**config.mk**
```make
export PLATFORM = sky130hd
export DESIGN_NAME = wst_div
export DESIGN_NICKNAME = d
export VERILOG_FILES = /design/src/rtl/core/wst_pkg.sv /design/src/rtl/core/wst_div.sv
export SDC_FILE = /design/constraint.sdc
export NUM_CORES = 1
export LEC_CHECK = 0
export ABC_AREA = 1
export BUFFER_PORTS_ARGS = -buffer_cell sky130_fd_sc_hd__buf_2
export CORE_ASPECT_RATIO = 0.9
export CORE_MARGIN = 8
export CORE_UTILIZATION = 30
export CTS_CLUSTER_SIZE = 12
export DETAILED_ROUTE_END_ITERATION = 16
export HOLD_SLACK_MARGIN = 0.06
export PLACE_DENSITY_LB_ADDON = 0.05
export SLEW_MARGIN = 10
export SYNTH_ARGS = -nofsm -noshare
export SYNTH_HDL_FRONTEND = slang
export SYNTH_SLANG_ARGS = --single-unit
```
**constraint.sdc**
```tcl
create_clock -name clk -period 5.7 [get_ports clk]
set_input_delay 0.57 -clock clk [delete_from_list [all_inputs] [get_ports clk]]
set_output_delay 0.57 -clock clk [all_outputs]
set_load 0.02 [all_outputs]
```
**src/rtl/core/wst_pkg.sv**
```systemverilog
// Package for the wheel speed tracker core: widths, register indexes, constants.
// No dependencies.
package wst_pkg;
  localparam int unsigned DIAM_W   = 13;
  localparam int unsigned TPR_W    = 8;
  localparam int unsigned THR_W    = 8;
  localparam int unsigned UM_PER_CI = 798;
  localparam int unsigned MIN_TPR_ACCEL = 6;
  localparam int unsigned DIV_W    = 64;

  localparam logic [1:0] REG_DIAM = 2'd0;
  localparam logic [1:0] REG_TPR  = 2'd1;
  localparam logic [1:0] REG_THR  = 2'd2;

  typedef struct packed {
    logic [31:0] pulse_count;
    logic [31:0] distance_m;
    logic [15:0] speed_mm_s;
    logic signed [15:0] accel_mm_s2;
    logic        rising_edge;
    logic        debounced_level;
  } result_t;

  typedef struct packed {
    logic              start;
    logic [DIV_W-1:0]  num;
    logic [DIV_W-1:0]  den;
  } div_req_t;
endpackage

```
**src/rtl/core/wst_div.sv**
```systemverilog
// Shared restoring divider, one quotient bit per cycle, unsigned magnitudes.
// Depends on wst_pkg.
module wst_div (
  input  logic                      clk,
  input  logic                      rst_n,
  input  wst_pkg::div_req_t         req,
  output logic                      done,
  output logic [wst_pkg::DIV_W-1:0] quo
);
  localparam int W = wst_pkg::DIV_W;
  localparam int CW = $clog2(W + 1);

  logic [W-1:0]  q_r, q_nxt;
  logic [W-1:0]  rem_r, rem_nxt;
  logic [W-1:0]  den_r, den_nxt;
  logic [CW-1:0] cnt_r, cnt_nxt;
  logic          busy_r, busy_nxt;
  logic          done_r, done_nxt;
  logic [W:0]    trial;

  always_comb begin
    q_nxt = q_r;
    rem_nxt = rem_r;
    den_nxt = den_r;
    cnt_nxt = cnt_r;
    busy_nxt = busy_r;
    done_nxt = 1'b0;
    trial = {rem_r, q_r[W-1]} - {1'b0, den_r};
    if (req.start) begin
      q_nxt = req.num;
      rem_nxt = '0;
      den_nxt = req.den;
      cnt_nxt = CW'(W);
      busy_nxt = 1'b1;
    end else if (busy_r) begin
      if (!trial[W]) begin
        rem_nxt = trial[W-1:0];
        q_nxt = {q_r[W-2:0], 1'b1};
      end else begin
        rem_nxt = {rem_r[W-2:0], q_r[W-1]};
        q_nxt = {q_r[W-2:0], 1'b0};
      end
      cnt_nxt = cnt_r - 1'b1;
      if (cnt_r == CW'(1)) begin
        busy_nxt = 1'b0;
        done_nxt = 1'b1;
      end
    end
  end

  always_ff @(posedge clk) begin
    if (!rst_n) begin
      busy_r <= 1'b0;
      done_r <= 1'b0;
      cnt_r <= '0;
    end else begin
      busy_r <= busy_nxt;
      done_r <= done_nxt;
      cnt_r <= cnt_nxt;
    end
    q_r <= q_nxt;
    rem_r <= rem_nxt;
    den_r <= den_nxt;
  end

  assign done = done_r;
  assign quo = q_r;
endmodule

```
==> impl_metrics.prom <==
# TYPE chip_impl_metric gauge
chip_impl_metric{name="syn_area",unit="mm²"} 0.0145
chip_impl_metric{name="fp.dieW",unit="µm"} 247
chip_impl_metric{name="grt_max_degree",unit=""} 67
chip_impl_metric{name="final.setup_skew",unit="ns"} 0.0315
chip_impl_metric{name="critical_path.max_fanout",unit=""} 33
chip_impl_metric{name="row_count",unit=""} 76
chip_impl_metric{name="cts_sinks",unit=""} 201
chip_impl_info{name="tritoncts_clock_tree",value="built"} 1
chip_impl_metric{name="powerDensity",unit="mW/mm²"} 229
chip_impl_metric{name="detail_route.drc_violations",unit=""} 0
chip_impl_metric{name="timing_max_transition_violations_final",unit=""} 0
chip_impl_metric{name="report.final.setup_viol",unit=""} 0
chip_impl_metric{name="layout-drive-gt1-share",unit="%"} 10.9
chip_impl_metric{name="worst_ep_arrival_time",unit="ns"} 3.80
chip_impl_metric{name="maxClockFrequency",unit="GHz"} 0.284
chip_impl_metric{name="grt_antenna_before_repair",unit=""} 4
chip_impl_metric{name="final_layout_setup_total_negative_slack",unit="ns"} 0
chip_impl_metric{name="synthesis.yosys.warnings",unit=""} 0
chip_impl_metric{name="number_of_distinct_library_cell_variants_in_the_gate_level_netlist_after_synthesis",unit=""} 36
chip_impl_metric{name="cts_htree_levels",unit=""} 1
chip_impl_metric{name="wl_per_cell",unit="µm"} 15.3
chip_impl_metric{name="layout_min_cycle_time",unit="ns"} 3.52
chip_impl_metric{name="die-area",unit="mm²"} 0.0555
chip_impl_metric{name="cp_data_required_time",unit="ns"} 5.98
chip_impl_metric{name="first_iter_violations",unit=""} 755
chip_impl_metric{name="drt-vias-per-instance",unit=""} 4.32
chip_impl_info{name="critPathLaunchType",value="register"} 1
chip_impl_info{name="crit_path_frequent_cell",value="sky130_fd_sc_hd__nand2_1"} 1
chip_impl_metric{name="yosysTopAreaCellShare",unit="%"} 28.5
chip_impl_metric{name="synth_nets",unit=""} 2505
chip_impl_metric{name="dp_worst_setup_slack",unit="ns"} 2.16
chip_impl_metric{name="max_cap_violations",unit=""} 0
chip_impl_info{name="synth.area.top_cells",value="sky130_fd_sc_hd__nand2_1, sky130_fd_sc_hd__edfxtp_1, sky130_fd_sc_hd__inv_1, sky130_fd_sc_hd__dfxtp_1, sky130_fd_sc_hd__ha_1"} 1
chip_impl_metric{name="dpl.hpwl",unit="µm"} 37900
chip_impl_metric{name="total_length_of_routed_wires",unit="µm"} 48000
chip_impl_metric{name="worstPathBufferInverterCount",unit=""} 3
chip_impl_info{name="synth_area_leader_cell",value="sky130_fd_sc_hd__nand2_1"} 1
chip_impl_metric{name="clkTransAtPathRegs",unit="ns"} 0.07
chip_impl_metric{name="finalWorstSetupSlack",unit="ns"} 2.18
chip_impl_metric{name="post-route-cell-area",unit="mm²"} 0.0169
chip_impl_info{name="cpMaxStageDelayCell",value="sky130_fd_sc_hd__nand2_2"} 1
chip_impl_metric{name="syn_inst",unit=""} 2307
chip_impl_metric{name="synth_area_per_cell",unit="µm²"} 6.26
chip_impl_metric{name="max-clock-path-buffers",unit=""} 3
chip_impl_metric{name="chipHeight",unit="µm"} 224
chip_impl_info{name="critPathTopFamily",value="simple AND/OR/NAND/NOR gates"} 1
chip_impl_metric{name="timing_hold_violations_final",unit=""} 0
chip_impl_info{name="path_class",value="reg -> reg"} 1
chip_impl_metric{name="detailedRoute.firstPassIterationCount",unit=""} 5
chip_impl_metric{name="number_of_cts_inserted_buffers",unit=""} 25
chip_impl_metric{name="placement.cell_area",unit="mm²"} 0.0161
chip_impl_metric{name="grt_pass1_wl",unit="µm"} 75500
chip_impl_info{name="ctsRootBufferMaster",value="sky130_fd_sc_hd__clkbuf_16"} 1
chip_impl_info{name="setup_repair_after_global_routing_missed_its_margin",value="false"} 1
chip_impl_metric{name="synth_seq_area_share",unit="%"} 36.7
chip_impl_metric{name="grt_pass1_vias",unit=""} 13400
chip_impl_metric{name="starting_utilization_of_the_core_area",unit="%"} 30.3
chip_impl_metric{name="worst-slew-pin-transition",unit="ns"} 1.15
chip_impl_metric{name="fin_nets",unit=""} 2692
chip_impl_metric{name="routabilityCongestion",unit=""} 0.926
chip_impl_metric{name="cts_hold_buffers",unit=""} 0
chip_impl_metric{name="layout.filler_cells",unit=""} 5405
chip_impl_metric{name="num_vias",unit=""} 13600
chip_impl_metric{name="cts_post_setup_buffers_inserted",unit=""} 0
chip_impl_info{name="hold_path_class",value="in -> reg"} 1
chip_impl_metric{name="worst_ir_drop_vdd",unit="mV"} 0.210
chip_impl_metric{name="area_growth_syn_to_layout",unit="%"} 17.1
chip_impl_info{name="status",value="completed"} 1
chip_impl_metric{name="antenna_violating_nets_left",unit=""} 0
chip_impl_metric{name="worstSkewPairLatency",unit="ns"} 0.58
chip_impl_metric{name="ys_seq_elements",unit=""} 201
chip_impl_metric{name="max-slew-margin-rel",unit="%"} 23.7
chip_impl_metric{name="post_cts_resize_count",unit=""} 0
chip_impl_metric{name="io_buffer_count",unit=""} 195
chip_impl_metric{name="gr-total-overflow",unit=""} 0
chip_impl_metric{name="fp.coreArea",unit="mm²"} 0.0477
chip_impl_metric{name="gr-usage-all-layers",unit="%"} 17.1
chip_impl_metric{name="fin_crit_sh",unit="%"} 61.7
chip_impl_metric{name="worst_path_largest_cell_delay",unit="ns"} 0.60
chip_impl_info{name="path_cells",value="inv_1 > ha_1 > fa_1 > inv_1 > nand2_1 > nand2_1 > nand3_1 > nand2_2 > nand2_1 > nand2_1 > nand2_2 > nand2_4 > nand2_4 > nand2_2 > nand2_1 > nand2_2 > buf_4 > o21ai_1"} 1
chip_impl_metric{name="total_leakage_power",unit="nW"} 9.71
chip_impl_info{name="crit_path_end_kind",value="register"} 1
chip_impl_metric{name="io_pins",unit=""} 196
## logic make-up (layout without fill, tap and decap cells)
family | count (synthesis) | after routing | share of synthesized area [%]
AOI/OAI and AO/OA | 70 | 70 | 2.53
xor gates and xnor gates | 31 | 31 | 1.88
adders and majority gates | 67 | 67 | 5.85
buffers and inverters | 555 | 761 | 14.9
DFF | 201 | 201 | 36.7
other | 0 | 2 | 0
and+or+nand+nor | 1383 | 1383 | 38.1
## final cells by class
class	count	area [µm²]	area share, %
diodes	2	5.00	0.0296
clock buffers	34	752	4.44
clock inverters	12	113	0.666
inverters	514	1930	11.4
multi-input cells	1551	7010	41.4
flip-flops and latches	201	5310	31.4
well taps	624	781	4.61
repair buffers	201	1020	6.05
## worst register-to-register path, cell delays in order, from the launching register on
cell and delay [ns]:
sky130_fd_sc_hd__edfxtp_1 0.34, sky130_fd_sc_hd__inv_1 0.06, sky130_fd_sc_hd__ha_1 0.22, sky130_fd_sc_hd__fa_1 0.42, sky130_fd_sc_hd__inv_1 0.12, sky130_fd_sc_hd__nand2_1 0.06
sky130_fd_sc_hd__nand2_1 0.07, sky130_fd_sc_hd__nand3_1 0.07, sky130_fd_sc_hd__nand2_2 0.12, sky130_fd_sc_hd__nand2_1 0.07, sky130_fd_sc_hd__nand2_1 0.15, sky130_fd_sc_hd__nand2_2 0.08
sky130_fd_sc_hd__nand2_4 0.09, sky130_fd_sc_hd__nand2_4 0.06, sky130_fd_sc_hd__nand2_2 0.08, sky130_fd_sc_hd__nand2_1 0.06, sky130_fd_sc_hd__nand2_2 0.60, sky130_fd_sc_hd__buf_4 0.49
sky130_fd_sc_hd__o21ai_1 0.11
## cell usage in the layout (no fill, tap or decap), drive strengths merged, types with 2 or more instances in the layout
master    Yosys  final
nand2      1106   1106
inv         508    509
buf          20    201
edfxtp      128    128
nand3       121    121
nor2        119    119
dfxtp        73     73
ha           66     66
a21oi        52     52
clkbuf       21     34
xnor2        26     26
nor3         16     16
o21ai        13     13
clkinv        6     12
nand3b        8      8
nand4         8      8
xor2          5      5
clkinvlp      0      4
o21bai        3      3
diode         0      2
nor4          2      2
## where the power goes
part / leakage [nW] / switching [mW] / internal, mW / total (mW)
Sequential: 1.87 / 0.0418 / 1.66 / 1.70
Combinational: 7.42 / 0.339 / 0.164 / 0.503
Clock: 0.417 / 0.692 / 0.976 / 1.67
Total: 9.71 / 1.07 / 2.80 / 3.87
## metrics by stage
stage | hold WS, ns | power (mW) | util, % | instances
finish | 0.163 | 3.87 | 35.4 | 3139
floorplan | 0.445 | 2.04 | - | 2307
detailed placement | 0.465 | 2.24 | 33.6 | 3091
global route | 0.141 | 4.06 | 35.4 | 3137
CTS | 0.128 | 3.94 | 35.4 | 3137
global placement | 0.459 | 2.24 | 33.6 | 3091
## metal layers
layer / vias up / GRT usage [%] / wire, µm / part of all wire (%)
met1: 6005 / 24.1 / 24000 / 50
met5: - / 0 / 45 / 0.094
li1: 7235 / - / - / -
met4: 8 / 3.95 / 1100 / 2.3
met2: 260 / 26.4 / 20100 / 42
met3: 57 / 3.83 / 2680 / 5.6
## flip-flops by register name, indices dropped and copies added, names as in the netlist
| signal | count |
|---|---|
| busy_r | 1 |
| cnt_r | 7 |
| den_r | 64 |
| done | 1 |
| quo | 64 |
| rem_r | 64 |
## Yosys cell counts
master and instances:
sky130_fd_sc_hd__nand2_1 1096, sky130_fd_sc_hd__inv_1 503, sky130_fd_sc_hd__edfxtp_1 128, sky130_fd_sc_hd__nand3_1 120, sky130_fd_sc_hd__nor2_1 111, sky130_fd_sc_hd__dfxtp_1 73, sky130_fd_sc_hd__ha_1 66, sky130_fd_sc_hd__a21oi_1 51
sky130_fd_sc_hd__xnor2_1 26, sky130_fd_sc_hd__clkbuf_1 21, sky130_fd_sc_hd__nor3_1 16, sky130_fd_sc_hd__buf_2 8, sky130_fd_sc_hd__buf_6 8, sky130_fd_sc_hd__nand3b_1 8, sky130_fd_sc_hd__nand4_1 8, sky130_fd_sc_hd__nand2_2 7
sky130_fd_sc_hd__nor2_2 7, sky130_fd_sc_hd__o21ai_0 7, sky130_fd_sc_hd__clkinv_1 6, sky130_fd_sc_hd__o21ai_1 6, sky130_fd_sc_hd__inv_2 5, sky130_fd_sc_hd__xor2_1 5, sky130_fd_sc_hd__buf_1 4, sky130_fd_sc_hd__nand2_4 3
sky130_fd_sc_hd__o21bai_1 3, sky130_fd_sc_hd__a211oi_1 1, sky130_fd_sc_hd__a21oi_2 1, sky130_fd_sc_hd__a31oi_1 1, sky130_fd_sc_hd__and2_1 1, sky130_fd_sc_hd__and3_1 1, sky130_fd_sc_hd__fa_1 1, sky130_fd_sc_hd__nand3_2 1
sky130_fd_sc_hd__nor2_4 1, sky130_fd_sc_hd__nor3b_1 1, sky130_fd_sc_hd__nor4_1 1, sky130_fd_sc_hd__nor4_4 1
## path summary, 6_finish.rpt
path / start / to / slack (ns) / cells past startpoint
worst max-delay path: quo[63]$_DFFE_PP_ / quo[0]$_DFFE_PP_ / 2.18 / 18
worst min-delay path: req[10] / den_r[10]$_DFFE_PP_ / 0.16 / 1
worst max register to register: quo[63]$_DFFE_PP_ / quo[0]$_DFFE_PP_ / 2.18 / 18
worst min register to register: cnt_r[6]$_SDFFE_PN0P_ / cnt_r[6]$_SDFFE_PN0P_ / 0.47 / 2
Note: power is estimated with default switching activity, not from simulation.
